<file path="src/hdl/lfps_pkg.sv">
`default_nettype none
// -----------------------------------------------------------------------------
// lfps_pkg
// Shared types, constants and codes for the line-follow PD steering core.
// -----------------------------------------------------------------------------
package lfps_pkg;

	localparam int MIN_FORWARD      = 20;
	localparam int CURVE_SLOWDOWN   = 30;
	localparam int SEARCH_DIR_ERROR = 200;
	localparam int GAP_FORWARD      = 30;
	localparam int SEARCH_TURN      = 40;
	localparam int STEER_REVERSED   = 0;
	localparam int MAX_PERCENT      = 100;
	localparam int ALPHA_ONE        = 65536;
	localparam int SLOPE_SCALE      = 256000;
	localparam int DIV_BITS         = 30;
	localparam int DIV_CNT_W        = $clog2(DIV_BITS);
	localparam int MUL_A_W          = 25;
	localparam int MUL_B_W          = 32;
	localparam int PROD_W           = MUL_A_W + MUL_B_W;
	localparam int ACC_W            = PROD_W + 1;
	localparam int CFG_DATA_W       = 24;
	localparam int CFG_IDX_W        = 3;

	typedef enum logic [1:0] {
		REQ_UPDATE     = 2'd0,
		REQ_ACTIVATE   = 2'd1,
		REQ_DEACTIVATE = 2'd2,
		REQ_UNKNOWN    = 2'd3
	} req_t;

	typedef enum logic [1:0] {
		DA_NONE  = 2'd0,
		DA_STEER = 2'd1,
		DA_STOP  = 2'd2
	} drive_act_t;

	typedef enum logic [1:0] {
		MODE_INACTIVE   = 2'd0,
		MODE_TRACKING   = 2'd1,
		MODE_RECOVERING = 2'd2
	} mode_t;

	typedef enum logic [1:0] {
		DIR_NONE = 2'd0,
		DIR_POS  = 2'd1,
		DIR_NEG  = 2'd2
	} search_dir_t;

	typedef enum logic [2:0] {
		CFG_KP       = 3'd0,
		CFG_KD       = 3'd1,
		CFG_ALPHA    = 3'd2,
		CFG_DEADBAND = 3'd3,
		CFG_MAXCORR  = 3'd4,
		CFG_CRUISE   = 3'd5,
		CFG_GRACE    = 3'd6,
		CFG_TIMEOUT  = 3'd7
	} cfg_idx_t;

	typedef enum logic [1:0] {
		MUL_NUM   = 2'd0,
		MUL_ALPHA = 2'd1,
		MUL_KP    = 2'd2,
		MUL_KD    = 2'd3
	} mul_sel_t;

	typedef enum logic [3:0] {
		ST_IDLE,
		ST_START,
		ST_DIV_LOAD,
		ST_DIV,
		ST_MUL_F,
		ST_FILT,
		ST_MUL_P,
		ST_MUL_D,
		ST_SUM,
		ST_COMMIT
	} ctrl_state_t;

	typedef struct packed {
		logic [1:0]  req_type;
		logic [31:0] now_ms;
		logic        calibration_valid;
		logic        sample_fresh;
		logic        line_detected;
		logic [9:0]  left_strength;
		logic [9:0]  right_strength;
		logic [31:0] sample_time_ms;
	} lfps_in_t;

	typedef struct packed {
		logic [1:0]        drive_action;
		logic signed [7:0] steer_percent;
		logic [6:0]        forward_percent;
		logic              activate_ok;
		logic              is_active;
		logic              is_recovering;
	} lfps_out_t;

	typedef struct packed {
		logic     load_item;
		logic     mul_en;
		mul_sel_t mul_sel;
		logic     div_load;
		logic     div_step;
		logic     filt_en;
		logic     acc_load;
		logic     acc_add;
		logic     commit;
	} lfps_cmd_t;

	typedef struct packed {
		logic track;
		logic div_done;
		logic out_busy;
	} lfps_sts_t;

endpackage
`default_nettype wire

</file>
<file path="src/hdl/lfps_div.sv">
`default_nettype none
// -----------------------------------------------------------------------------
// lfps_div
// Restoring unsigned divider, one quotient bit per cycle while step is high.
// -----------------------------------------------------------------------------
module lfps_div (
	input  wire logic                          clk,
	input  wire logic                          arst_n,
	input  wire logic                          load,
	input  wire logic                          step,
	input  wire logic [lfps_pkg::DIV_BITS-1:0] num,
	input  wire logic [31:0]                   den,
	output logic      [lfps_pkg::DIV_BITS-1:0] quo,
	output logic                               done
);
	import lfps_pkg::*;

	logic [31:0]          rem_q;
	logic [DIV_BITS-1:0]  quo_q;
	logic [31:0]          den_q;
	logic [DIV_CNT_W-1:0] cnt_q;
	logic [32:0]          trial;
	logic                 fits;

	assign trial = {rem_q, quo_q[DIV_BITS-1]};
	assign fits  = trial >= {1'b0, den_q};

	always_ff @(posedge clk or negedge arst_n) begin
		if (!arst_n) begin
			cnt_q <= '0;
		end else if (load) begin
			cnt_q <= '0;
		end else if (step) begin
			cnt_q <= cnt_q + 1'b1;
		end
	end

	always_ff @(posedge clk) begin
		if (load) begin
			rem_q <= '0;
			quo_q <= num;
			den_q <= den;
		end else if (step) begin
			rem_q <= fits ? 32'(trial - {1'b0, den_q}) : trial[31:0];
			quo_q <= {quo_q[DIV_BITS-2:0], fits};
		end
	end

	assign quo  = quo_q;
	assign done = cnt_q == DIV_CNT_W'(DIV_BITS - 1);
endmodule
`default_nettype wire

</file>
<file path="src/hdl/lfps_ctrl.sv">
`default_nettype none
// -----------------------------------------------------------------------------
// lfps_ctrl
// Sequencer that steps the datapath through one item.
// -----------------------------------------------------------------------------
module lfps_ctrl (
	input  wire logic                clk,
	input  wire logic                arst_n,
	input  wire logic                in_valid,
	output logic                     in_stall,
	input  wire lfps_pkg::lfps_sts_t sts,
	output lfps_pkg::lfps_cmd_t      cmd
);
	import lfps_pkg::*;

	ctrl_state_t state_q, state_nxt;

	always_ff @(posedge clk or negedge arst_n) begin
		if (!arst_n) begin
			state_q <= ST_IDLE;
		end else begin
			state_q <= state_nxt;
		end
	end

	always_comb begin
		state_nxt = state_q;
		case (state_q)
			ST_IDLE:     if (in_valid) state_nxt = ST_START;
			ST_START:    state_nxt = sts.track ? ST_DIV_LOAD : ST_COMMIT;
			ST_DIV_LOAD: state_nxt = ST_DIV;
			ST_DIV:      if (sts.div_done) state_nxt = ST_MUL_F;
			ST_MUL_F:    state_nxt = ST_FILT;
			ST_FILT:     state_nxt = ST_MUL_P;
			ST_MUL_P:    state_nxt = ST_MUL_D;
			ST_MUL_D:    state_nxt = ST_SUM;
			ST_SUM:      state_nxt = ST_COMMIT;
			ST_COMMIT:   if (!sts.out_busy) state_nxt = ST_IDLE;
			default:     state_nxt = ST_IDLE;
		endcase
	end

	always_comb begin
		cmd = '0;
		cmd.mul_sel = MUL_NUM;
		case (state_q)
			ST_IDLE:     cmd.load_item = in_valid;
			ST_START:    cmd.mul_en = 1'b1;
			ST_DIV_LOAD: cmd.div_load = 1'b1;
			ST_DIV:      cmd.div_step = 1'b1;
			ST_MUL_F: begin
				cmd.mul_en  = 1'b1;
				cmd.mul_sel = MUL_ALPHA;
			end
			ST_FILT:     cmd.filt_en = 1'b1;
			ST_MUL_P: begin
				cmd.mul_en  = 1'b1;
				cmd.mul_sel = MUL_KP;
			end
			ST_MUL_D: begin
				cmd.mul_en   = 1'b1;
				cmd.mul_sel  = MUL_KD;
				cmd.acc_load = 1'b1;
			end
			ST_SUM:      cmd.acc_add = 1'b1;
			ST_COMMIT:   cmd.commit = !sts.out_busy;
			default:     cmd = '0;
		endcase
	end

	assign in_stall = state_q != ST_IDLE;
endmodule
`default_nettype wire

</file>
<file path="src/hdl/lfps_dp.sv">
`default_nettype none
// -----------------------------------------------------------------------------
// lfps_dp
// Datapath: configuration, mode state, shared multiplier, divider, result.
// -----------------------------------------------------------------------------
module lfps_dp (
	input  wire logic                                 clk,
	input  wire logic                                 arst_n,
	input  wire logic                                 cfg_wr_en,
	input  wire logic [lfps_pkg::CFG_IDX_W-1:0]       cfg_index,
	input  wire logic [lfps_pkg::CFG_DATA_W-1:0]      cfg_data,
	input  wire lfps_pkg::lfps_in_t                   in_item,
	input  wire lfps_pkg::lfps_cmd_t                  cmd,
	output lfps_pkg::lfps_sts_t                       sts,
	output logic                                      out_valid,
	input  wire logic                                 out_stall,
	output lfps_pkg::lfps_out_t                       out_item
);
	import lfps_pkg::*;

	// Configuration registers.
	logic signed [23:0] kp_q, kd_q;
	logic [16:0]        alpha_q;
	logic [9:0]         deadband_q;
	logic [6:0]         maxcorr_q, cruise_q;
	logic [15:0]        grace_q, timeout_q;

	always_ff @(posedge clk or negedge arst_n) begin
		if (!arst_n) begin
			kp_q       <= '0;
			kd_q       <= '0;
			alpha_q    <= 17'(ALPHA_ONE);
			deadband_q <= '0;
			maxcorr_q  <= 7'(MAX_PERCENT);
			cruise_q   <= 7'd50;
			grace_q    <= 16'd100;
			timeout_q  <= 16'd1000;
		end else if (cfg_wr_en) begin
			case (cfg_idx_t'(cfg_index))
				CFG_KP:       kp_q       <= cfg_data;
				CFG_KD:       kd_q       <= cfg_data;
				CFG_ALPHA:    alpha_q    <= cfg_data[16:0];
				CFG_DEADBAND: deadband_q <= cfg_data[9:0];
				CFG_MAXCORR:  maxcorr_q  <= cfg_data[6:0];
				CFG_CRUISE:   cruise_q   <= cfg_data[6:0];
				CFG_GRACE:    grace_q    <= cfg_data[15:0];
				CFG_TIMEOUT:  timeout_q  <= cfg_data[15:0];
				default:      kp_q       <= kp_q;
			endcase
		end
	end

	// Controller state.
	mode_t              mode_q, mode_n;
	logic               seen_q, seen_n;
	logic               hprior_q, hprior_n;
	logic [31:0]        lsample_q, lsample_n;
	logic [31:0]        lseen_q, lseen_n;
	logic signed [10:0] prior_q, prior_n;
	logic signed [31:0] fslope_q, fslope_n;
	logic signed [7:0]  lcorr_q, lcorr_n;
	search_dir_t        sdir_q, sdir_n;

	lfps_in_t item_q;

	always_ff @(posedge clk) begin
		if (cmd.load_item) begin
			item_q <= in_item;
		end
	end

	// Error with deadband.
	logic signed [10:0] err_raw, err;
	logic [9:0]         mag_raw, mag;
	logic               dup, upd_ok, line_trk, prior_eff;
	logic signed [31:0] filt_base;
	logic [31:0]        elapsed;
	logic signed [11:0] diff;

	assign err_raw = (STEER_REVERSED != 0) ?
	                 signed'({1'b0, item_q.left_strength}) -
	                 signed'({1'b0, item_q.right_strength}) :
	                 signed'({1'b0, item_q.right_strength}) -
	                 signed'({1'b0, item_q.left_strength});
	assign mag_raw = err_raw[10] ? 10'(-err_raw) : err_raw[9:0];
	assign err     = (mag_raw <= deadband_q) ? '0 : err_raw;
	assign mag     = (mag_raw <= deadband_q) ? '0 : mag_raw;

	assign dup      = seen_q && (item_q.sample_time_ms == lsample_q);
	assign upd_ok   = (req_t'(item_q.req_type) == REQ_UPDATE) && (mode_q != MODE_INACTIVE) &&
	                  item_q.calibration_valid && item_q.sample_fresh && !dup;
	assign line_trk = upd_ok && item_q.line_detected;
	assign prior_eff = hprior_q && (mode_q != MODE_RECOVERING);
	assign filt_base = (mode_q == MODE_RECOVERING) ? '0 : fslope_q;
	assign elapsed   = item_q.sample_time_ms - lsample_q;
	assign diff      = 12'(err) - 12'(prior_q);

	// Shared multiplier.
	logic signed [MUL_A_W-1:0] mul_a;
	logic signed [MUL_B_W-1:0] mul_b;
	logic signed [PROD_W-1:0]  prod_q;
	logic signed [31:0]        raw, delta, filt_q;
	logic [16:0]               alpha_eff;

	assign alpha_eff = (alpha_q > 17'(ALPHA_ONE)) ? 17'(ALPHA_ONE) : alpha_q;

	always_comb begin
		case (cmd.mul_sel)
			MUL_NUM: begin
				mul_a = MUL_A_W'(SLOPE_SCALE);
				mul_b = MUL_B_W'(diff);
			end
			MUL_ALPHA: begin
				mul_a = signed'({8'd0, alpha_eff});
				mul_b = delta;
			end
			MUL_KP: begin
				mul_a = MUL_A_W'(kp_q);
				mul_b = MUL_B_W'(err);
			end
			MUL_KD: begin
				mul_a = MUL_A_W'(kd_q);
				mul_b = filt_q;
			end
			default: begin
				mul_a = '0;
				mul_b = '0;
			end
		endcase
	end

	always_ff @(posedge clk) begin
		if (cmd.mul_en) begin
			prod_q <= mul_a * mul_b;
		end
	end

	// Slope division.
	logic [DIV_BITS-1:0] num_mag, quo;
	logic                num_neg_q, div_done;
	logic signed [PROD_W-1:0] prod_abs;

	assign prod_abs = prod_q[PROD_W-1] ? -prod_q : prod_q;
	assign num_mag  = prod_abs[DIV_BITS-1:0];

	always_ff @(posedge clk) begin
		if (cmd.div_load) begin
			num_neg_q <= prod_q[PROD_W-1];
		end
	end

	lfps_div u_div (
		.clk    (clk),
		.arst_n (arst_n),
		.load   (cmd.div_load),
		.step   (cmd.div_step),
		.num    (num_mag),
		.den    (elapsed),
		.quo    (quo),
		.done   (div_done)
	);

	always_comb begin
		if (!prior_eff || elapsed == 32'd0) begin
			raw = '0;
		end else if (num_neg_q) begin
			raw = -signed'(32'(quo));
		end else begin
			raw = signed'(32'(quo));
		end
	end
	assign delta = raw - filt_base;

	// Filter update, division by 65536 truncated toward zero.
	logic signed [PROD_W-1:0] prod_bias;
	logic signed [PROD_W-1:0] prod_shr;

	assign prod_bias = prod_q[PROD_W-1] ? prod_q + PROD_W'(ALPHA_ONE - 1) : prod_q;
	assign prod_shr  = prod_bias >>> 16;

	always_ff @(posedge clk) begin
		if (cmd.filt_en) begin
			filt_q <= filt_base + prod_shr[31:0];
		end
	end

	// PD sum.
	logic signed [ACC_W-1:0] acc_q;

	always_ff @(posedge clk) begin
		if (cmd.acc_load) begin
			acc_q <= ACC_W'(prod_q) <<< 8;
		end else if (cmd.acc_add) begin
			acc_q <= acc_q + ACC_W'(prod_q);
		end
	end

	// Round half away from zero, then clamp.
	logic [ACC_W-1:0]  acc_abs, acc_rnd;
	logic [6:0]        lim, rc;
	logic signed [7:0] corr;

	assign acc_abs = acc_q[ACC_W-1] ? ACC_W'(-acc_q) : ACC_W'(acc_q);
	assign acc_rnd = (acc_abs + ACC_W'(24'h800000)) >> 24;
	assign lim     = (maxcorr_q > 7'(MAX_PERCENT)) ? 7'(MAX_PERCENT) : maxcorr_q;
	assign rc      = (acc_rnd > ACC_W'(lim)) ? lim : acc_rnd[6:0];
	assign corr    = acc_q[ACC_W-1] ? -signed'({1'b0, rc}) : signed'({1'b0, rc});

	// Forward speed with curve slowdown; x/1000 as (x*134218)>>27 for x<=100000.
	logic [6:0]  cruise_c;
	logic [16:0] mag_k;
	logic [34:0] slow_prod;
	logic [6:0]  slow;
	logic signed [7:0] fwd_raw;
	logic [6:0]  fwd;

	assign cruise_c  = (cruise_q == 7'd0) ? 7'd1 :
	                   (cruise_q > 7'(MAX_PERCENT)) ? 7'(MAX_PERCENT) : cruise_q;
	assign mag_k     = 17'(mag) * 17'(CURVE_SLOWDOWN);
	assign slow_prod = 35'(mag_k) * 35'd134218;
	assign slow      = slow_prod[33:27];
	assign fwd_raw   = signed'({1'b0, cruise_c}) - signed'({1'b0, slow});
	assign fwd       = (fwd_raw < signed'(8'(MIN_FORWARD))) ? 7'(MIN_FORWARD) :
	                   fwd_raw[6:0];

	// Line-loss handling.
	logic [31:0]       lost;
	logic signed [7:0] gap_steer;

	assign lost      = item_q.now_ms - lseen_q;
	assign gap_steer = (lcorr_q > signed'(8'(GAP_FORWARD))) ? 8'(GAP_FORWARD) :
	                   (lcorr_q < -signed'(8'(GAP_FORWARD))) ? -8'(GAP_FORWARD) :
	                   lcorr_q;

	// Next state and result.
	lfps_out_t res;

	always_comb begin
		mode_n    = mode_q;
		seen_n    = seen_q;
		hprior_n  = hprior_q;
		lsample_n = lsample_q;
		lseen_n   = lseen_q;
		prior_n   = prior_q;
		fslope_n  = fslope_q;
		lcorr_n   = lcorr_q;
		sdir_n    = sdir_q;
		res       = '0;
		res.drive_action = DA_NONE;
		case (req_t'(item_q.req_type))
			REQ_ACTIVATE: begin
				if (item_q.calibration_valid && item_q.sample_fresh &&
				    item_q.line_detected) begin
					{seen_n, hprior_n, lsample_n, prior_n, fslope_n, lcorr_n} = '0;
					sdir_n          = DIR_NONE;
					mode_n          = MODE_TRACKING;
					lseen_n         = item_q.now_ms;
					res.activate_ok = 1'b1;
				end
			end
			REQ_DEACTIVATE: begin
				{seen_n, hprior_n, lsample_n, lseen_n, prior_n, fslope_n, lcorr_n} = '0;
				sdir_n = DIR_NONE;
				mode_n = MODE_INACTIVE;
			end
			REQ_UPDATE: begin
				if (mode_q != MODE_INACTIVE) begin
					if (!item_q.calibration_valid || !item_q.sample_fresh) begin
						{seen_n, hprior_n, lsample_n, lseen_n, prior_n, fslope_n,
						 lcorr_n} = '0;
						sdir_n           = DIR_NONE;
						mode_n           = MODE_INACTIVE;
						res.drive_action = DA_STOP;
					end else if (!dup) begin
						seen_n    = 1'b1;
						lsample_n = item_q.sample_time_ms;
						if (item_q.line_detected) begin
							fslope_n = filt_q;
							lcorr_n  = corr;
							if (mag >= 10'(SEARCH_DIR_ERROR)) begin
								sdir_n = (err > 11'sd0) ? DIR_POS : DIR_NEG;
							end
							prior_n  = err;
							hprior_n = 1'b1;
							lseen_n  = item_q.now_ms;
							mode_n   = MODE_TRACKING;
							res.drive_action    = DA_STEER;
							res.steer_percent   = corr;
							res.forward_percent = fwd;
						end else begin
							mode_n = MODE_RECOVERING;
							if (lost <= 32'(grace_q)) begin
								res.drive_action    = DA_STEER;
								res.steer_percent   = gap_steer;
								res.forward_percent = 7'(GAP_FORWARD);
							end else if (sdir_q != DIR_NONE &&
							             lost <= 32'(timeout_q)) begin
								res.drive_action  = DA_STEER;
								res.steer_percent = (sdir_q == DIR_POS) ?
								                    8'(SEARCH_TURN) : -8'(SEARCH_TURN);
							end else begin
								{seen_n, hprior_n, lseen_n, prior_n, fslope_n,
								 lcorr_n} = '0;
								sdir_n           = DIR_NONE;
								mode_n           = MODE_INACTIVE;
								res.drive_action = DA_STOP;
							end
						end
					end
				end
			end
			default: res.drive_action = DA_NONE;
		endcase
		res.is_active     = mode_n != MODE_INACTIVE;
		res.is_recovering = mode_n == MODE_RECOVERING;
	end

	always_ff @(posedge clk or negedge arst_n) begin
		if (!arst_n) begin
			mode_q    <= MODE_INACTIVE;
			seen_q    <= 1'b0;
			hprior_q  <= 1'b0;
			lsample_q <= '0;
			lseen_q   <= '0;
			prior_q   <= '0;
			fslope_q  <= '0;
			lcorr_q   <= '0;
			sdir_q    <= DIR_NONE;
		end else if (cmd.commit) begin
			mode_q    <= mode_n;
			seen_q    <= seen_n;
			hprior_q  <= hprior_n;
			lsample_q <= lsample_n;
			lseen_q   <= lseen_n;
			prior_q   <= prior_n;
			fslope_q  <= fslope_n;
			lcorr_q   <= lcorr_n;
			sdir_q    <= sdir_n;
		end
	end

	// Output register.
	logic      out_valid_q;
	lfps_out_t out_item_q;

	always_ff @(posedge clk or negedge arst_n) begin
		if (!arst_n) begin
			out_valid_q <= 1'b0;
		end else if (cmd.commit) begin
			out_valid_q <= 1'b1;
		end else if (!out_stall) begin
			out_valid_q <= 1'b0;
		end
	end

	always_ff @(posedge clk) begin
		if (cmd.commit) begin
			out_item_q <= res;
		end
	end

	assign out_valid    = out_valid_q;
	assign out_item     = out_item_q;
	assign sts.track    = line_trk;
	assign sts.div_done = div_done;
	assign sts.out_busy = out_valid_q && out_stall;
endmodule
`default_nettype wire

</file>
<file path="src/hdl/line_follow_pd_steering_core.sv">
`default_nettype none
// -----------------------------------------------------------------------------
// line_follow_pd_steering_core
// PD line-follow steering with a filtered derivative and line-loss recovery.
// -----------------------------------------------------------------------------
//
//   Channel  Direction  Handshake            Payload
//   in       input      in_valid / in_stall   lfps_in_t  (request and sample)
//   out      output     out_valid / out_stall lfps_out_t (drive command)
//   cfg      input      cfg_wr_en             cfg_index, cfg_data
//
// An update that tracks a seen line passes through the 30-step restoring
// divider for the raw slope and the multiplier states on its way to the
// output register; every other item goes from ST_START straight to ST_COMMIT.
// One item is in work at a time; a finished item waits in the output register
// while the next item is accepted, and commit waits only if that register is
// still held by out_stall. Reset is asynchronous and clears the mode state
// and configuration to their power-on values.
//
module line_follow_pd_steering_core (
	input  wire logic                            clk,
	input  wire logic                            arst_n,
	input  wire logic                            cfg_wr_en,
	input  wire logic [lfps_pkg::CFG_IDX_W-1:0]  cfg_index,
	input  wire logic [lfps_pkg::CFG_DATA_W-1:0] cfg_data,
	input  wire logic                            in_valid,
	output logic                                 in_stall,
	input  wire lfps_pkg::lfps_in_t              in_item,
	output logic                                 out_valid,
	input  wire logic                            out_stall,
	output lfps_pkg::lfps_out_t                  out_item
);
	import lfps_pkg::*;

	lfps_cmd_t cmd;
	lfps_sts_t sts;

	// The sequencer owns the input handshake and steps the datapath.
	lfps_ctrl u_ctrl (
		.clk      (clk),
		.arst_n   (arst_n),
		.in_valid (in_valid),
		.in_stall (in_stall),
		.sts      (sts),
		.cmd      (cmd)
	);

	// The datapath holds configuration, mode state and the output register.
	lfps_dp u_dp (
		.clk       (clk),
		.arst_n    (arst_n),
		.cfg_wr_en (cfg_wr_en),
		.cfg_index (cfg_index),
		.cfg_data  (cfg_data),
		.in_item   (in_item),
		.cmd       (cmd),
		.sts       (sts),
		.out_valid (out_valid),
		.out_stall (out_stall),
		.out_item  (out_item)
	);

	// An accepted item keeps the input side busy in the following cycle.
	assert property (@(posedge clk) disable iff (!arst_n)
		(in_valid && !in_stall) |=> in_stall)
		else $error("input taken twice in a row");

	// Only the three defined drive actions are ever produced.
	assert property (@(posedge clk) disable iff (!arst_n)
		out_valid |-> (out_item.drive_action == DA_NONE ||
		               out_item.drive_action == DA_STEER ||
		               out_item.drive_action == DA_STOP))
		else $error("bad drive action");

	// Speed and steering are zero unless a steering command is given.
	assert property (@(posedge clk) disable iff (!arst_n)
		(out_valid && out_item.drive_action != DA_STEER) |->
		(out_item.steer_percent == 8'sd0 && out_item.forward_percent == 7'd0))
		else $error("command fields set without steering action");

	// Recovery is a sub-mode of being active.
	assert property (@(posedge clk) disable iff (!arst_n)
		(out_valid && out_item.is_recovering) |-> out_item.is_active)
		else $error("recovering while inactive");
endmodule
`default_nettype wire

</file>
<file path="config.mk">
export PLATFORM = sky130hd
export DESIGN_NAME = line_follow_pd_steering_core
export DESIGN_NICKNAME = d
export VERILOG_FILES = /design/src/hdl/lfps_pkg.sv /design/src/hdl/lfps_div.sv /design/src/hdl/lfps_ctrl.sv /design/src/hdl/lfps_dp.sv /design/src/hdl/line_follow_pd_steering_core.sv
export SDC_FILE = /design/constraint.sdc
export NUM_CORES = 2
export LEC_CHECK = 0
export BUFFER_PORTS_ARGS = -buffer_cell sky130_fd_sc_hd__buf_2
export CAP_MARGIN = 20
export CORE_MARGIN = 4
export CORE_UTILIZATION = 54
export DETAILED_ROUTE_END_ITERATION = 12
export PLACE_DENSITY = 0.83
export SYNTH_ARGS = -nofsm -noshare
export SYNTH_HDL_FRONTEND = slang
export SYNTH_SLANG_ARGS = --single-unit
</file>
<file path="constraint.sdc">
create_clock -name clk -period 15.3 [get_ports clk]
set_input_delay 0 -clock clk [delete_from_list [all_inputs] [get_ports clk]]
set_output_delay 0 -clock clk [all_outputs]
set_load 0.01 [all_outputs]
</file>
==> Yosys cells after proc, flatten, opt, wreduce, memory -nomap -nowiden <==
Index checks and enable logic that the tools add are counted.
{ "word_totals": {"register_bits": 603, "output_inout_bits": 22, "inputBits": 121} }
{ "op_classes": {"muxes": 119, "n_bitwise": 2, "n_addsub": 17, "n_reduce_logical": 46, "multipliers": 3, "magnitude_cmp": 13, "eq_ne": 37} }
{ "ops": {"columns": ["cell", "count"], "rows": [
  ["$mux W32", 19],
  ["$pmux W32 S3", 3],
  ["$mux W58", 3],
  ["$pmux W32 S4", 1],
  ["$sub A32 B32 Y32", 4],
  ["$pmux W25 S4", 1],
  ["$mux W8", 12],
  ["$mux W30", 3],
  ["$mux W11", 8],
  ["$le A32 B16 Y1", 2],
  ["$add A58 B24 Y58 const B", 1],
  ["$add A58 B57 Y58", 1],
  ["$neg A58 Y58", 1],
  ["$mul A25 B32 Y57", 1],
  ["$mux W17", 3],
  ["$add A48 B17 Y48 const B", 1],
  ["$mux W48", 1],
  ["$pmux W4 S10", 1],
  ["$mux W2", 18],
  ["$mux W7", 5],
  ["$gt A34 B7 Y1", 1],
  ["$ge A33 B32 Y1", 1],
  ["$pmux W11 S3", 1],
  ["$add A32 B32 Y32", 1],
  ["58 further kinds", 144]
]} }

==> Longest topological paths before layout <==
{ "depth": {"word_depth": 13, "mapped_depth": 73} }

==> By module <==
A second synthesis with hierarchy kept.
{ "unflattened": {"hier_cells": 7814, "area_unflattened_um2": 72429.5} }
{ "modules_own_cells": {"columns": ["module", "seq_area_each_um2", "area_each_um2", "cells_each", "n_inst"], "rows": [
  ["lfps_dp", 13738.2, 66407.4, 7225, 1],
  ["lfps_div", 2627.5, 5642.9, 540, 1],
  ["lfps_ctrl", 100.1, 379.1, 49, 1]
]} }

==> Least setup slack after synthesis <==
OpenSTA, ideal clock, no wires.
{ "synth_timing": {"kind": "register -> register", "from": "reg u_dp.item_q[2] (netlist bit)", "to": "reg u_dp.prod_q[53] (data pin)", "arrival_time_ns": 14.118, "slack_ns": 0.910, "required_ns": 15.028, "path_stages_with_launch": 55, "cell_sequence": "edfxtp_1 ha_1 nor2b_1 o31a_1 nor4_1 o31ai_1 a2111oi_0 o31ai_1 or3b_2 and4_1 nor4_1 nand4_1 nand3_1 clkbuf_1 nor2_1 ha_1 a21o_1 a21o_1 (+19 left out) fa_1 fa_1 fa_1 ha_1 a21o_1 o21bai_1 a21o_1 a21o_1 a21o_1 a21o_1 a21oi_1 o21ai_0 o2bb2ai_1 a21oi_1 o21bai_1 a2111oi_0 nor4b_1 or4_1"} }
{ "synth_via": {"elab_chain_len": 7} }
{ "synth_lines": {"columns": ["element", "line_no", "source"], "rows": [
  ["from (decl)", "lfps_dp.sv:64", "lfps_in_t item_q;"],
  ["from (signal assigned)", "lfps_dp.sv:68", "item_q <= in_item;"],
  ["$sub A32 B32 Y32", "lfps_dp.sv:95", "assign elapsed = item_q.sample_time_ms - lsample_q;"],
  ["named net u_dp.elapsed[24]", "lfps_dp.sv:77", "logic [31:0] elapsed;"],
  ["$logic_not A32 Y1", "lfps_dp.sv:164", "if (!prior_eff || elapsed == 32'd0) begin"],
  ["$logic_or A1 B1 Y1", "lfps_dp.sv:164", null],
  ["$mux W32", "lfps_dp.sv:164", null],
  ["$sub A32 B32 Y32", "lfps_dp.sv:172", "assign delta = raw - filt_base;"],
  ["$pmux W32 S4", "lfps_dp.sv:108", "case (cmd.mul_sel)"],
  ["$mul A25 B32 Y57", "lfps_dp.sv:134", "prod_q <= mul_a * mul_b;"],
  ["to (signal assigned)", "lfps_dp.sv:134", null],
  ["to (decl)", "lfps_dp.sv:101", "logic signed [PROD_W-1:0] prod_q;"]
]} }
The timed path passes the listed nets, and every way through them passes these cells.
A chain may end at the register's enable or synchronous reset.

==> Worst setup path in the final report <==
{ "layout_timing": {"from": "reg u_dp.item_q[32] (netlist bit)", "to": "reg u_dp.out_item_q, in the netlist u_dp.out_item[6] (data pin)"} }
{ "layout_via": {"elab_chain_len": 11} }
{ "layout_lines": {"columns": ["element", "line_no", "source"], "rows": [
  ["$sub A10 B10 Y11 (*)", "lfps_dp.sv:83", "signed'({1'b0, item_q.right_strength}) -"],
  ["$neg A10 Y10", "lfps_dp.sv:85", "assign mag_raw = err_raw[10] ? 10'(-err_raw) : err_raw[9:0];"],
  ["$mux W10 (*)", "lfps_dp.sv:85", null],
  ["$le A10 B10 Y1", "lfps_dp.sv:87", "assign mag = (mag_raw <= deadband_q) ? '0 : mag_raw;"],
  ["$mux W10 (*)", "lfps_dp.sv:87", null],
  ["$mul A10 B4 Y14 (*)", "lfps_dp.sv:219", "assign mag_k = 17'(mag) * 17'(CURVE_SLOWDOWN);"],
  ["$mul A14 B17 Y31 (*)", "lfps_dp.sv:220", "assign slow_prod = 35'(mag_k) * 35'd134218;"],
  ["$sub A7 B7 Y8 (*)", "lfps_dp.sv:222", "assign fwd_raw = signed'({1'b0, cruise_c}) - signed'({1'b0, slow});"],
  ["$lt A8 B6 Y1", "lfps_dp.sv:223", "assign fwd = (fwd_raw < signed'(8'(MIN_FORWARD))) ? 7'(MIN_FORWARD) :"],
  ["$mux W7 (*)", "lfps_dp.sv:223", null],
  ["$mux W17 (*)", "lfps_dp.sv:277", "if (item_q.line_detected) begin"],
  ["to (signal assigned)", "lfps_dp.sv:358", "out_item_q <= res;"],
  ["to (decl)", "lfps_dp.sv:344", "lfps_out_t out_item_q;"]
]} }
Mark *: on every way between the ends. The rest lies on a longest branch, timed or not.

==> results.ini <==
[status]
status=finished, final reports clean

[synthesis]
yosysMostFrequentCell=inv_1
ys_warn_count=0
synth.cell_area_um2=72210
ys_seq_area_frac=0.2280
yosysTopAreaCell=fa_1
synth_cell_types=99
synth_top_area_frac=0.2412
synth_area_leaders=fa_1 (24%), edfxtp_1 (13%), ha_1 (10%)
synth_cells=7984
async_flop_share=0.4179
synth_edf_count=311
synth_area_per_cell_um2=9.045
synth-seq-cells=603
synth_common_cells=inv_1 (1180), nand2_1 (1107), fa_1 (870), ha_1 (593), nor2_1 (501)
synth_ff_type=edfxtp_1
syn-num-nets=9568

[grt]
antenna_found_initial=11
grt_use_total=0.3054
grt_first_pass_wirelength_mm=342.3
first_global_vias=63260
overflow=0
grt_max_degree=146

[finish]
layout-drive-gt1-share=0.09125
final_nets=9798
area_growth_pct=10.64

[sta]
fmax_ghz=0.06669
hold_viol=0
min_period_ns=14.99
min_period_over_period=0.9800
skew_ns=0.06127
slew_violations=0
setup_tns_ns=0
setup-violations-final=0
relSlewSlack=0.2407
tightest_slew_ns=1.131

[drt]
drt_iter0_drc=6437
via_count=61030
vias_per_cell=6.080
drc=0
routed_wirelength_mm=216.0
wl_per_cell_um=21.52
first_pass_iters=6
drtAntennaViolNets=0

[floorplan]
initial_core_util=0.5465
fp.dieW_um=373.7
fp.dieH_um=373.7
ios=143
dieArea_um2=139600
coreArea_um2=132100
placementRows=133

[setup_path]
path_buf_inv=9
arrival_ns=15.52
path_class=reg -> reg
worst_path_max_delay_cell=fa_1
critPathMaxStageDelay_ns=0.55
endpoint_kind=register
cpMostUsedCell=a21o_1
crit_fanout=7
startpoint_type=register
cp_top_family=compound AO/OA/AOI/OAI gates
cp_data_required_time_ns=15.82

[clock_tree]
path_clk_slew_ns=0.07
cts-root-buf=clkbuf_16
htree_levels=3
clk_latency_ns=0.69
cts_buffers=72
cts_tree=built
cts_buffer_depth=3
cts_sinks=603

[flow_run]
max_cap_viol_count=0

[hold_path]
hold_path.class=in -> reg

[place]
portBuffers=142
hpwl_mm=163.0
gp_congestion=0.9950

kinds of logic (layout without fill, tap and decap cells):
kind of cell,Yosys count,after routing,synth area share
DFF,603,603,0.2280
xor gates and xnor gates,394,394,0.04779
buffers and inverters,1488,1778,0.07755
adders and majority gates,1463,1463,0.3439
other,0,8,0
and+or+nand+nor,2407,2407,0.1519
AOI/OAI and AO/OA,1478,1478,0.1277
muxes,151,151,0.02311
path summary, 6_finish.rpt:
path | cells after the start | from | slack [ns] | to
setup / recovery | 69 | u_dp.item_q[32]$_DFFE_PP_ | 0.31 | u_dp.out_item[6]$_SDFFCE_PP0P_
hold / removal | 2 | in_item[31] | 0.02 | u_dp.item_q[31]$_DFFE_PP_
setup reg to reg | 69 | u_dp.item_q[32]$_DFFE_PP_ | 0.31 | u_dp.out_item[6]$_SDFFCE_PP0P_
hold reg to reg | 2 | u_dp.filt_q[10]$_DFFE_PP_ | 0.47 | u_dp.fslope_q[10]$_DFFE_PN0P_
max in group asynchronous | 4 | arst_n | 13.39 | u_dp.lsample_q[18]$_DFFE_PN0P_
min in group asynchronous | 3 | arst_n | 0.52 | u_dp.grace_q[13]$_DFFE_PN0P_
sequential cells by signal (all words and copies together), names as in the netlist, 17 cells and up:
register and flops:
u_dp.item_q 89, u_dp.acc_q 58, u_dp.prod_q 57, u_dp.filt_q 32
u_dp.fslope_q 32, u_dp.lsample_q 32, u_dp.lseen_q 32, u_dp.u_div.den_q 32
u_dp.u_div.rem_q 32, u_dp.u_div.quo 30, u_dp.kd_q 24, u_dp.kp_q 24
u_dp.out_item 20, u_dp.alpha_q 17
final cells by class:
class | instances | area (um2)
Antenna cell | 8 | 20.02
Clock buffer | 88 | 1942
Clock inverter | 46 | 648.1
Fill cell | 10700 | 52230
Inverter | 1181 | 4437
Multi-Input combinational cell | 5893 | 50620
Sequential cell | 603 | 16470
Tap cell | 1755 | 2196
Timing Repair Buffer | 463 | 3568
cell usage in the layout (no fill, tap or decap), types with 161 or more instances in the layout:
cell / n
inv_1: 1175
nand2_1: 1098
fa_1: 869
ha_1: 591
nor2_1: 493
o21ai_0: 453
a21oi_1: 334
edfxtp_1: 311
dfrtp_1: 236
xnor2_1: 230
buf_4: 179
nand3_1: 162
xor2_1: 161
stage by stage:
stage                     hold slack, ns  instance area, um2  setup slack [ns]  instances  utilization
after floorplan                  -0.2956               72210            0.9105       7984            -
after global placement           0.09396               75500            0.2104       9753       0.5714
after detailed placement          0.1048               75500         -0.009463       9753       0.5714
after CTS                       0.001055               79360           0.04569      10010       0.6006
after global routing             0.02370               79890           -0.2552      10040       0.6047
final                            0.02357               79900            0.3054      10040       0.6047
worst reg2reg max path: cells and delay by family, from the launching register on:
family                   cells  cell delay (ns)
AO/OA/AOI/OAI               29             5.21
XOR/XNOR                     5             0.88
adder cells (fa/ha/maj)     14             4.86
buffers and inverters        9             0.81
flip-flops                   1             0.37
AND/OR/NAND/NOR             12             2.68
layer usage:
| metal | global-route usage | vias up | share of wire |
|---|---|---|---|
| met4 | 0.1535 | 0 | 0.061 |
| met2 | 0.4889 | 3437 | 0.45 |
| met1 | 0.3883 | 29810 | 0.38 |
| met5 | 0 | - | 0 |
| met3 | 0.07355 | 860 | 0.10 |
| li1 | - | 26920 | - |
repair_timing:
item | CTS | global route
hold buffers | 126 | 0
gates cloned | 0 | 0
endpoints found under the setup margin | 2 | 26
endpoints found under the hold margin | 330 | 0
setup buffers | 1 | 13
gates resized for setup | 2 | 107
pin swaps | 1 | 5
Power is left out: the tool's default activity adds up to more than one toggle a clock period on the data nets, which glitch-free logic cannot reach.
